File: config.mk
export PLATFORM = sky130hd
export DESIGN_NAME = breakpoint_table_interpolator
export DESIGN_NICKNAME = d
export VERILOG_FILES = /design/src/rtl/bti_pkg.sv /design/src/rtl/breakpoint_table_interpolator.sv
export VERILOG_INCLUDE_DIRS = /design/src /design/src/rtl
export SDC_FILE = /design/constraint.sdc
export NUM_CORES = 2
export LEC_CHECK = 0
export BUFFER_PORTS_ARGS = -buffer_cell sky130_fd_sc_hd__buf_4
export CAP_MARGIN = 40
export CORE_ASPECT_RATIO = 0.9
export CORE_MARGIN = 2
export CORE_UTILIZATION = 35
export CTS_CLUSTER_SIZE = 14
export DETAILED_ROUTE_END_ITERATION = 10
export GPL_ROUTABILITY_DRIVEN = 0
export REMOVE_ABC_BUFFERS = 1
export SETUP_SLACK_MARGIN = 0.2
export SYNTH_ARGS = -nofsm -noshare
export SYNTH_HDL_FRONTEND = slang
export SYNTH_SLANG_ARGS = --single-unit
File: constraint.sdc
create_clock -name clk -period 10.35 [get_ports clk]
set_clock_uncertainty 0.05 [all_clocks]
set_input_delay 0 -clock clk [delete_from_list [all_inputs] [get_ports clk]]
set_output_delay 0 -clock clk [all_outputs]
set_load 0.01 [all_outputs]
File: src/rtl/assert_macros.svh
// Assertion macros used by the RTL of the breakpoint table interpolator.
// No dependencies; included by files that carry concurrent assertions.
`ifndef ASSERT_MACROS_SVH
`define ASSERT_MACROS_SVH

// Checked at every rising clock edge, reset held or not.
`define ASSERT_ALWAYS(lbl, clk, prop, msg) \
	lbl: assert property (@(posedge clk) prop) else $error(msg);

// Checked only while the asynchronous active-low reset is released.
`define ASSERT_RST(lbl, clk, rst_n, prop, msg) \
	lbl: assert property (@(posedge clk) disable iff (!rst_n) prop) else $error(msg);

`endif

File: src/rtl/bti_pkg.sv
// Package for the breakpoint table interpolator: sizes, field widths and codes.
// No dependencies; imported by the top level.
`default_nettype none

package bti_pkg;

	localparam int TABLE_DEPTH = 16;
	localparam int IDX_W = (TABLE_DEPTH > 1) ? $clog2(TABLE_DEPTH) : 1;
	localparam int CNT_W = $clog2(TABLE_DEPTH + 1);

	localparam int MODE_W = 2;
	localparam int KEY_W = 16;
	localparam int VAL_W = 31;
	localparam int RES_W = 47;
	localparam int STAT_W = 2;
	localparam int FRAC_W = 16;

	localparam int S_DATA_W = 48;
	localparam int M_DATA_W = 48;

	// The divider retires two quotient bits per cycle over a 48-bit quotient.
	localparam int QUO_W = 48;
	localparam int DIV_STEPS = QUO_W / 2;
	localparam int DIV_CNT_W = $clog2(DIV_STEPS);

	localparam logic [MODE_W-1:0] MODE_CLEAR = 2'd0;
	localparam logic [MODE_W-1:0] MODE_INSERT = 2'd1;
	localparam logic [MODE_W-1:0] MODE_QUERY = 2'd2;

	localparam logic [STAT_W-1:0] STATUS_OK = 2'd0;
	localparam logic [STAT_W-1:0] STATUS_FULL = 2'd1;
	localparam logic [STAT_W-1:0] STATUS_EMPTY = 2'd2;

endpackage

`default_nettype wire

File: src/rtl/breakpoint_table_interpolator.sv
// Breakpoint table interpolator: the input slave channel takes clear, insert and query
// transfers, and the master channel returns one result transfer per input transfer.
// Uses the bti_pkg package and the assertion macros in assert_macros.svh.
// Usage:
//   s_tuser carries the mode (clear, insert, query); s_tdata carries key and value.
//   Every input transfer yields exactly one output transfer: m_tdata holds the
//   unsigned Q31.16 result and m_tuser the status (ok, table full, table empty).
//   Keys and values live in two synchronous memories of TABLE_DEPTH entries with
//   registered read ports; the entry count lives in a register.
//   Clear, empty-table queries and ignored items go straight to the output state.
//   An insert scans the stored entries once and then writes; an insert into an
//   empty table goes straight to the write.
//   A query scans the entries; an exact or out-of-range key then ends the item,
//   otherwise the multiply states MUL1 and MUL2, the SUM state and a radix-4
//   divider follow.
//   Only one item is at work at a time; s_tready is high while the sequencer idles.
//   The result sits in an output register, so the next item is accepted while the
//   previous result still waits for m_tready; a stalled receiver holds the result
//   and stops the next item only when its own result is ready to go out.
//   Reset empties the table; the memories themselves are not cleared.
`default_nettype none
`include "assert_macros.svh"

module breakpoint_table_interpolator import bti_pkg::*; (
	input  wire logic                  clk,
	input  wire logic                  arst_n,
	input  wire logic                  s_tvalid,
	output logic                       s_tready,
	input  wire logic [S_DATA_W-1:0]   s_tdata,  // entry_key, entry_value, zero pad
	input  wire logic [MODE_W-1:0]     s_tuser,  // mode
	output logic                       m_tvalid,
	input  wire logic                  m_tready,
	output logic [M_DATA_W-1:0]        m_tdata,  // result_value, zero pad
	output logic [STAT_W-1:0]          m_tuser   // status
);

	localparam logic [2:0] ST_IDLE = 3'd0;
	localparam logic [2:0] ST_SCAN = 3'd1;
	localparam logic [2:0] ST_WRITE = 3'd2;
	localparam logic [2:0] ST_MUL1 = 3'd3;
	localparam logic [2:0] ST_MUL2 = 3'd4;
	localparam logic [2:0] ST_SUM = 3'd5;
	localparam logic [2:0] ST_DIV = 3'd6;
	localparam logic [2:0] ST_OUT = 3'd7;

	logic [2:0]           state_q;
	logic [CNT_W-1:0]     cnt_q;
	logic [MODE_W-1:0]    mode_q;
	logic [KEY_W-1:0]     key_q;
	logic [VAL_W-1:0]     val_q;
	logic [RES_W-1:0]     res_q;
	logic [STAT_W-1:0]    status_q;

	logic [KEY_W-1:0]     key_mem [TABLE_DEPTH];
	logic [VAL_W-1:0]     val_mem [TABLE_DEPTH];
	logic [KEY_W-1:0]     key_rd_s1;
	logic [VAL_W-1:0]     val_rd_s1;
	logic                 rd_vld_s1;
	logic [IDX_W-1:0]     idx_s1;
	logic [CNT_W-1:0]     issue_q;

	logic                 found_q;
	logic [IDX_W-1:0]     match_idx_q;
	logic                 hit_q;
	logic [VAL_W-1:0]     hit_val_q;
	logic                 has_lo_q;
	logic [KEY_W-1:0]     lo_key_q;
	logic [VAL_W-1:0]     lo_val_q;
	logic                 has_hi_q;
	logic [KEY_W-1:0]     hi_key_q;
	logic [VAL_W-1:0]     hi_val_q;

	logic [RES_W-1:0]     prod1_q;
	logic [RES_W-1:0]     prod2_q;
	logic [KEY_W-1:0]     rem_q;
	logic [QUO_W-1:0]     quo_q;
	logic [DIV_CNT_W-1:0] div_cnt_q;

	logic                 m_tvalid_q;
	logic [RES_W-1:0]     m_res_q;
	logic [STAT_W-1:0]    m_status_q;

	logic                 rd_en;
	logic                 scan_done;
	logic                 key_wr_en;
	logic                 val_wr_en;
	logic [IDX_W-1:0]     wr_idx;
	logic [KEY_W-1:0]     span;
	logic [QUO_W-1:0]     num_sum;
	logic [KEY_W:0]       step_a;
	logic [KEY_W:0]       step_b;
	logic                 out_free;
	logic                 out_load;

	function automatic logic [KEY_W:0] div_step(input logic [KEY_W-1:0] rem,
			input logic dbit, input logic [KEY_W-1:0] dvs);
		logic [KEY_W:0] trial;
		logic [KEY_W:0] diff;
		trial = {rem, dbit};
		diff = trial - {1'b0, dvs};
		if (trial >= {1'b0, dvs}) begin
			div_step = {1'b1, diff[KEY_W-1:0]};
		end else begin
			div_step = {1'b0, trial[KEY_W-1:0]};
		end
	endfunction

	assign s_tready = (state_q == ST_IDLE);
	assign out_free = !m_tvalid_q || m_tready;
	assign out_load = (state_q == ST_OUT) && out_free;
	assign m_tvalid = m_tvalid_q;
	assign m_tdata = {{(M_DATA_W - RES_W){1'b0}}, m_res_q};
	assign m_tuser = m_status_q;

	assign rd_en = (state_q == ST_SCAN) && (issue_q < cnt_q);
	assign scan_done = (state_q == ST_SCAN) && (issue_q == cnt_q) && !rd_vld_s1;
	assign val_wr_en = (state_q == ST_WRITE) && (found_q || (cnt_q < CNT_W'(TABLE_DEPTH)));
	assign key_wr_en = (state_q == ST_WRITE) && !found_q && (cnt_q < CNT_W'(TABLE_DEPTH));
	assign wr_idx = found_q ? match_idx_q : cnt_q[IDX_W-1:0];

	assign span = hi_key_q - lo_key_q;
	assign num_sum = {1'b0, prod1_q} + {1'b0, prod2_q};
	assign step_a = div_step(rem_q, quo_q[QUO_W-1], span);
	assign step_b = div_step(step_a[KEY_W-1:0], quo_q[QUO_W-2], span);

	always_ff @(posedge clk) begin
		if (key_wr_en) begin
			key_mem[wr_idx] <= key_q;
		end
		if (rd_en) begin
			key_rd_s1 <= key_mem[issue_q[IDX_W-1:0]];
		end
	end

	always_ff @(posedge clk) begin
		if (val_wr_en) begin
			val_mem[wr_idx] <= val_q;
		end
		if (rd_en) begin
			val_rd_s1 <= val_mem[issue_q[IDX_W-1:0]];
		end
	end

	always_ff @(posedge clk or negedge arst_n) begin
		if (!arst_n) begin
			rd_vld_s1 <= 1'b0;
		end else begin
			rd_vld_s1 <= rd_en;
		end
	end

	always_ff @(posedge clk) begin
		if (rd_en) begin
			idx_s1 <= issue_q[IDX_W-1:0];
		end
	end

	always_ff @(posedge clk or negedge arst_n) begin
		if (!arst_n) begin
			m_tvalid_q <= 1'b0;
		end else if (out_load) begin
			m_tvalid_q <= 1'b1;
		end else if (m_tready) begin
			m_tvalid_q <= 1'b0;
		end
	end

	always_ff @(posedge clk) begin
		if (out_load) begin
			m_res_q <= res_q;
			m_status_q <= status_q;
		end
	end

	always_ff @(posedge clk or negedge arst_n) begin
		if (!arst_n) begin
			state_q <= ST_IDLE;
			cnt_q <= '0;
			issue_q <= '0;
			div_cnt_q <= '0;
			found_q <= 1'b0;
			hit_q <= 1'b0;
			has_lo_q <= 1'b0;
			has_hi_q <= 1'b0;
			mode_q <= MODE_CLEAR;
			key_q <= '0;
			val_q <= '0;
			res_q <= '0;
			status_q <= STATUS_OK;
			match_idx_q <= '0;
			hit_val_q <= '0;
			lo_key_q <= '0;
			lo_val_q <= '0;
			hi_key_q <= '0;
			hi_val_q <= '0;
			prod1_q <= '0;
			prod2_q <= '0;
			rem_q <= '0;
			quo_q <= '0;
		end else begin
			case (state_q)
				ST_IDLE: begin
					issue_q <= '0;
					found_q <= 1'b0;
					hit_q <= 1'b0;
					has_lo_q <= 1'b0;
					has_hi_q <= 1'b0;
					if (s_tvalid) begin
						mode_q <= s_tuser;
						key_q <= s_tdata[KEY_W-1:0];
						val_q <= s_tdata[KEY_W+VAL_W-1:KEY_W];
						res_q <= '0;
						status_q <= ((s_tuser == MODE_QUERY) && (cnt_q == '0)) ?
							STATUS_EMPTY : STATUS_OK;
						case (s_tuser)
							MODE_CLEAR: begin
								cnt_q <= '0;
								state_q <= ST_OUT;
							end
							MODE_INSERT: begin
								if (s_tdata[KEY_W-1:0] == '0) begin
									state_q <= ST_OUT;
								end else if (cnt_q == '0) begin
									state_q <= ST_WRITE;
								end else begin
									state_q <= ST_SCAN;
								end
							end
							MODE_QUERY: begin
								if (cnt_q == '0) begin
									state_q <= ST_OUT;
								end else begin
									state_q <= ST_SCAN;
								end
							end
							default: begin
								state_q <= ST_OUT;
							end
						endcase
					end
				end
				ST_SCAN: begin
					if (rd_en) begin
						issue_q <= issue_q + 1'b1;
					end
					if (rd_vld_s1) begin
						if (mode_q == MODE_INSERT) begin
							if (key_rd_s1 == key_q) begin
								found_q <= 1'b1;
								match_idx_q <= idx_s1;
							end
						end else begin
							if (key_rd_s1 == key_q) begin
								hit_q <= 1'b1;
								hit_val_q <= val_rd_s1;
							end
							if ((key_rd_s1 < key_q) && (!has_lo_q || key_rd_s1 > lo_key_q)) begin
								has_lo_q <= 1'b1;
								lo_key_q <= key_rd_s1;
								lo_val_q <= val_rd_s1;
							end
							if ((key_rd_s1 > key_q) && (!has_hi_q || key_rd_s1 < hi_key_q)) begin
								has_hi_q <= 1'b1;
								hi_key_q <= key_rd_s1;
								hi_val_q <= val_rd_s1;
							end
						end
					end
					if (scan_done) begin
						if (mode_q == MODE_INSERT) begin
							state_q <= ST_WRITE;
						end else if (hit_q) begin
							res_q <= {hit_val_q, {FRAC_W{1'b0}}};
							state_q <= ST_OUT;
						end else if (!has_lo_q) begin
							res_q <= {hi_val_q, {FRAC_W{1'b0}}};
							state_q <= ST_OUT;
						end else if (!has_hi_q) begin
							res_q <= {lo_val_q, {FRAC_W{1'b0}}};
							state_q <= ST_OUT;
						end else begin
							state_q <= ST_MUL1;
						end
					end
				end
				ST_WRITE: begin
					if (!found_q) begin
						if (cnt_q < CNT_W'(TABLE_DEPTH)) begin
							cnt_q <= cnt_q + 1'b1;
						end else begin
							status_q <= STATUS_FULL;
						end
					end
					state_q <= ST_OUT;
				end
				ST_MUL1: begin
					prod1_q <= RES_W'(lo_val_q) * RES_W'(hi_key_q - key_q);
					state_q <= ST_MUL2;
				end
				ST_MUL2: begin
					prod2_q <= RES_W'(hi_val_q) * RES_W'(key_q - lo_key_q);
					state_q <= ST_SUM;
				end
				ST_SUM: begin
					rem_q <= num_sum[QUO_W-1:QUO_W-KEY_W];
					quo_q <= {num_sum[QUO_W-KEY_W-1:0], {FRAC_W{1'b0}}};
					div_cnt_q <= '0;
					state_q <= ST_DIV;
				end
				ST_DIV: begin
					rem_q <= step_b[KEY_W-1:0];
					quo_q <= {quo_q[QUO_W-3:0], step_a[KEY_W], step_b[KEY_W]};
					div_cnt_q <= div_cnt_q + 1'b1;
					if (div_cnt_q == DIV_CNT_W'(DIV_STEPS - 1)) begin
						res_q <= {quo_q[RES_W-3:0], step_a[KEY_W], step_b[KEY_W]};
						state_q <= ST_OUT;
					end
				end
				ST_OUT: begin
					if (out_free) begin
						state_q <= ST_IDLE;
					end
				end
				default: begin
					state_q <= ST_IDLE;
				end
			endcase
		end
	end

	`ASSERT_RST(a_count_bound, clk, arst_n, cnt_q <= CNT_W'(TABLE_DEPTH), "entry count overflow")
	`ASSERT_RST(a_busy_after_accept, clk, arst_n, (s_tvalid && s_tready) |=> !s_tready, "accepted while busy")
	`ASSERT_RST(a_empty_is_zero, clk, arst_n, (m_tvalid && m_tuser == STATUS_EMPTY) |-> (m_tdata == '0), "empty query result not zero")
	`ASSERT_RST(a_out_stable, clk, arst_n, (m_tvalid && !m_tready) |=> (m_tvalid && $stable(m_tdata) && $stable(m_tuser)), "stalled result changed")

endmodule

`default_nettype wire
Word level (Yosys, flattened, before mapping). Memory sizes are Yosys's and may differ from the RTL's. A register that Yosys moved wholly into a read port is not among the register bits. Index checks and enable logic that the tools add are counted.

Add/subtract/negate cells: 9. Multipliers: 2. Order comparisons: 8. Equal/unequal tests: 29. Multiplexer cells: 60. Bitwise operators: 1. Reductions and logical operators: 42.

Operators with widths (count): 47-bit two-way mux (7); 47-bit case mux with 3 select lines (1); 48-bit case mux with 2 select lines (1); 32-bit by 17-bit multiplier with 47-bit output (2); 47-bit by 47-bit adder with 48-bit output (1); 16-bit subtractor (3); 4-bit AND reduction (10); 17-bit by 16-bit >= comparator with 1-bit output (2); 17-bit two-way mux (2); 16-bit by 16-bit subtractor with 17-bit output (2); 16-bit > comparator (2); 16-bit < comparator (2); 16-bit case mux with 2 select lines (1); 3-bit two-way mux (10); 5-bit case mux with 2 select lines (3); 5-bit two-way mux (5); 3-bit case mux with 8 select lines (1); 2-bit != test (second input constant) (9); 1-bit two-way mux (17); 16-bit == test (1); 16-bit zero test (1); 5-bit by 1-bit adder with 5-bit output (second input constant) (3); 3-bit == test (second input constant) (4); 2-bit by 1-bit != test with 1-bit output (second input constant) (6); 26 further kinds (55).

Register bits after elaboration: 462. Memory bits (writable): 752. Input port bits: 54. Output and inout bits: 52. Word-level logic and storage cells: 181. Memories: 2.

Memory list: val_mem (words 16, width 31, rd ports 1, clocked after memory_dff 1, write ports 1, RTL line breakpoint_table_interpolator.sv:55) `logic [VAL_W-1:0] val_mem [TABLE_DEPTH];`; key_mem (words 16, width 16, rd ports 1, clocked after memory_dff 1, write ports 1, RTL line breakpoint_table_interpolator.sv:54) `logic [KEY_W-1:0] key_mem [TABLE_DEPTH];`.

Depth between registers and ports, before layout.
Word-level depth: 7. Gate-level depth with buffers: 38. Mapped depth without buffers: 37.

Least setup slack after synthesis. Ideal clock, no wire load.

Path kind: register to register. Start: register key_q[0]. End: register prod1_q[45]. Setup time: 0.137 ns. Data arrival time: 8.610 ns. Data required time: 10.163 ns. Slack: 1.553 ns. Cell stages (with the launch flop): 34. Path buffers: 3. Period minus slack after synthesis: 8.797 ns. Cell sequence: dfrtp_1 -> ha_1 -> inv_1 -> fa_1 -> a21oi_2 -> o21ai_1 -> o41a_1 -> a41o_1 -> o41ai_4 -> o221ai_2 -> o21a_4 -> or2_1 -> buf_6 -> clkbuf_1 -> nor2_1 -> fa_1 -> fa_1 -> fa_1 -> fa_1 -> fa_1 -> fa_1 -> ha_1 -> clkbuf_1 -> a21o_1 -> a21o_1 -> a221o_1 -> a31o_2 -> or3_1 -> o221ai_2 -> o21a_1 -> o31a_1 -> a21oi_1 -> mux2i_1 -> o311ai_1.

Word-level cells in the longest chain between the ends: 2.

RTL lines: start: declaration (RTL line breakpoint_table_interpolator.sv:49) `logic [KEY_W-1:0] key_q;`; start signal: assignment (RTL line breakpoint_table_interpolator.sv:210) `key_q <= s_tdata[KEY_W-1:0];`; 16-bit by 16-bit subtractor with 17-bit output (RTL line breakpoint_table_interpolator.sv:297) `prod1_q <= RES_W'(lo_val_q) * RES_W'(hi_key_q - key_q);`; 32-bit by 17-bit multiplier with 47-bit output (RTL line breakpoint_table_interpolator.sv:297); end signal: assignment (RTL line breakpoint_table_interpolator.sv:297); end: declaration (RTL line breakpoint_table_interpolator.sv:73) `logic [RES_W-1:0] prod1_q;`.

Every way passes these cells. A chain may end at the register's enable or synchronous reset.

Worst setup path after layout.
Start: register key_q[0]. End: register prod2_q[31].

Word-level cells in the longest chain between the ends: 2.

RTL lines: 16-bit by 16-bit subtractor with 17-bit output (RTL line breakpoint_table_interpolator.sv:301) `prod2_q <= RES_W'(hi_val_q) * RES_W'(key_q - lo_key_q);`; 32-bit by 17-bit multiplier with 47-bit output (RTL line breakpoint_table_interpolator.sv:301); end signal: assignment (RTL line breakpoint_table_interpolator.sv:301); end: declaration (RTL line breakpoint_table_interpolator.sv:74) `logic [RES_W-1:0] prod2_q;`.

Every way passes these cells.

==> results.py <==
metrics = {
    "run_status": {
        "status": "completed",
    },
    "routing": {
        "final_antenna_net_count": 0,
        "via_count": 61100,
        "via_per_inst": 5.31,
        "routed_wl_um": 255000,
        "drt_first_pass_iters": 6,
        "wl_per_cell_um": 22.2,
        "drc": 0,
        "initialDrtViolationCount": 5751,
    },
    "worst_hold_path": {
        "min-delay-start": "s_tvalid",
        "holdPathStages": 4,
        "hold_path.class": "in -> reg",
        "whs_endpoint": "status_q[1]$_DFFE_PN0P_",
    },
    "floorplanning": {
        "rows": 177,
        "die_width_um": 540,
        "start_util_pct": 35.1,
        "coreArea_sq_um": 258000,
        "fp.dieH_um": 487,
        "dieArea_sq_um": 263000,
        "io_pins": 106,
    },
    "clocking": {
        "numCtsBuffers": 141,
        "cts_num_sinks": 1261,
        "htreeDepth": 4,
        "cts_tree": "yes",
        "path_clk_slew_ns": 0.06,
        "cts_root_buf": "clkbuf_16",
        "clk_path_buf_depth": 4,
        "clk_latency_ns": 0.81,
    },
    "final_layout": {
        "layout-drive-gt1-share_pct": 12.6,
        "fin_nets": 9415,
        "n_fill_cell": 24300,
        "area_delta_synth_final_pct": 12.8,
        "final_util_pct": 39.6,
    },
    "logic_synthesis": {
        "ys.flop_type": "edfxtp_1",
        "ys_ff_latch": 1261,
        "synth_edf_count": 852,
        "syn_area_per_cell_sq_um": 11.5,
        "yosys-top-cells-area": "edfxtp_1 (28%), fa_1 (19%), dfrtp_1 (11%)",
        "yosysTopAreaCell": "edfxtp_1",
        "ys_types": 95,
        "synth-async-reset-ratio_pct": 32.4,
        "synth_top_area_share_pct": 28.2,
        "synth-seq-area-share_pct": 39.5,
        "synthCells": 7889,
        "syn-cell-area_sq_um": 90600,
        "ys_warn_count": 0,
    },
    "worst_setup_path": {
        "cp_num_buf_inv": 5,
        "cp.required_ns": 10.91,
        "reg2reg_depth": 33,
        "path_max_fanout": 18,
        "critPathSlowestCell": "o41ai_1",
        "rrSetupSlack_ns": 0.56,
        "r2r-start": "key_q[0]$_DFFE_PN0P_",
        "reg2reg_to": "prod2_q[31]$_DFFE_PN0P_",
        "crit_family": "adder cells",
        "crit_top_cell": "fa_1",
        "crit_type": "reg -> reg",
        "worstPathArrival_ns": 10.35,
        "cp-start-kind": "register",
        "cpPeakStageDelay_ns": 0.61,
        "cp-end-kind": "register",
    },
    "sta": {
        "fin_crit_ns": 9.79,
        "finalSetupViolCount": 0,
        "fmax_mhz": 102,
        "rsz0062_at_grt": "no",
        "finalHoldWorstSlack_ns": 0.269,
        "slew_headroom_pct": 29.2,
        "finalHoldViolCount": 0,
        "tns_ns": 0,
        "worst_pin_slew_ns": 1.06,
        "fin_crit_sh_pct": 94.5,
        "drv_slew": 0,
    },
    "place": {
        "hpwlAfterDp_um": 181000,
        "io_buffers": 103,
    },
    "grt": {
        "grt_pass1_wl_um": 388000,
        "grt_pass1_vias": 62500,
        "antenna_found_initial": 13,
        "grt_overflow_total": 0,
        "grt_max_degree": 144,
        "grt.total_usage_pct": 19.3,
    },
    "flow_run": {
        "drv_cap": 0,
    },
}
-- through the flow --
stage / area, sq um / worst slack [ns] / std cells
5_1_grt: 102000 / 0.202 / 11500
3_3_place_gp: 95600 / 0.455 / 11100
2_1_floorplan: 88900 / -1.92 / 7438
6_report: 102000 / 0.564 / 11500
3_5_place_dp: 96300 / 0.357 / 11100
4_1_cts: 102000 / 0.342 / 11500
-- tightest hold or removal path, cell delays in order --
cell and delay [ns]:
dlygate4sd3_1 0.63, buf_4 0.19, nand2_1 0.12, o22ai_1 0.09
-- cells in the mapped netlist (101+ instances only) --
master / count
dfrtp_1: 409
fa_1: 874
inv_1: 1157
a21oi_1: 243
edfxtp_1: 852
o21ai_0: 304
ha_1: 476
nor2_1: 301
mux2_2: 173
clkbuf_1: 399
nand2_1: 974
mux4_2: 235
nor2b_1: 124
xnor2_1: 101
and2_1: 236
-- cell usage in the layout, fill, tap and decap left out, types with 21 or more instances in the layout --
| cell type | synthesis | routed |
|---|---|---|
| buf_4 | 1 | 261 |
| nor2b_1 | 124 | 123 |
| nand3b_1 | 48 | 48 |
| nor2_4 | 1 | 22 |
| nand4_1 | 61 | 61 |
| or3_1 | 22 | 21 |
| mux2_2 | 173 | 173 |
| a22oi_1 | 36 | 36 |
| fa_1 | 874 | 874 |
| clkbuf_1 | 399 | 27 |
| nor2_1 | 301 | 276 |
| a21o_1 | 93 | 93 |
| edfxtp_1 | 852 | 852 |
| dfrtp_1 | 409 | 402 |
| a211oi_1 | 24 | 24 |
| and3_1 | 21 | 21 |
| a31oi_1 | 65 | 63 |
| clkbuf_16 | 0 | 143 |
| xnor2_1 | 101 | 86 |
| mux2i_1 | 42 | 42 |
| ha_1 | 476 | 474 |
| o21bai_1 | 26 | 26 |
| o311ai_0 | 21 | 21 |
| nand2_1 | 974 | 973 |
| inv_1 | 1157 | 1157 |
| a21oi_1 | 243 | 241 |
| mux4_2 | 235 | 235 |
| xor2_1 | 81 | 77 |
| o21ai_0 | 304 | 303 |
| nand2b_1 | 36 | 36 |
| nor3_1 | 50 | 47 |
| and3b_1 | 22 | 22 |
| nand3_1 | 69 | 68 |
| o21a_1 | 39 | 39 |
| dlygate4sd3_1 | 0 | 129 |
| and2_1 | 236 | 234 |
-- cell families (layout without fill, tap and decap cells) --
kind of cell    after synthesis  after routing  share of synthesized area, %
compound gates             1022           1023                          7.19
xor+xnor                    183            184                          1.78
fa+ha+maj                  1350           1350                          25.9
buf+inv                    1609           1827                          6.71
flops                      1261           1261                          39.5
mux                         450            450                          8.46
other cells                   1              4                       0.00414
simple gates               2013           2013                          10.4
-- layer usage --
metal	track usage, %	up-vias	wire [um]
met5	0	-	40
met4	5.84	6	8530
met3	3.06	435	20000
met2	30.4	2411	116000
met1	27.4	31500	111000
li1	-	26700	-
-- what timing repair did --
item	4_1_cts	5_1_grt
hold buffers	130	0
buffers inserted	0	4
gates resized for setup	0	8
endpoints found under the setup margin	0	26
hold endpoints to repair	159	0
-- worst max-delay path by stage --
stage	startpoint	endpoint	slack [ns]	cells past startpoint
floorplan	issue_q[1]$_DFFE_PN0P_	issue_q[3]$_DFFE_PN0P_	-1.92	7
global placement	key_q[1]$_DFFE_PN0P_	prod1_q[41]$_DFFE_PN0P_	0.46	33
detailed placement	key_q[1]$_DFFE_PN0P_	prod2_q[31]$_DFFE_PN0P_	0.36	35
CTS	key_q[1]$_DFFE_PN0P_	prod2_q[31]$_DFFE_PN0P_	0.34	35
global route	key_q[4]$_DFFE_PN0P_	prod1_q[41]$_DFFE_PN0P_	0.20	31
finish	key_q[0]$_DFFE_PN0P_	prod2_q[31]$_DFFE_PN0P_	0.56	33
-- cell type report --
type | instances | area, sq um | area share (%)
sequential | 1261 | 35800 | 35.1
clock buffer | 186 | 3900 | 3.82
timing repair buffer | 428 | 4060 | 3.97
inverter | 1158 | 4350 | 4.25
tap | 3401 | 4260 | 4.16
clock inverter | 55 | 607 | 0.594
multi-input combinational | 5021 | 49200 | 48.1
antenna | 3 | 7.51 | 0.00734
-- sequential cells by signal, indices dropped and copies added (netlist names), 5 cells and up --
register and flops:
key_mem 256, prod1_q 47, div_cnt_q 5, m_res_q 47
rem_q 16, lo_val_q 31, prod2_q 47, lo_key_q 16
val_mem 496, res_q 47, val_q 31, cnt_q 5
val_rd_s1 31, hi_val_q 31, issue_q 5, hit_val_q 31
quo_q 48, key_q 16, hi_key_q 16, key_rd_s1 16
Power is left out: the tool's default activity adds up to more than one toggle a clock period on the data nets, which glitch-free logic cannot reach.
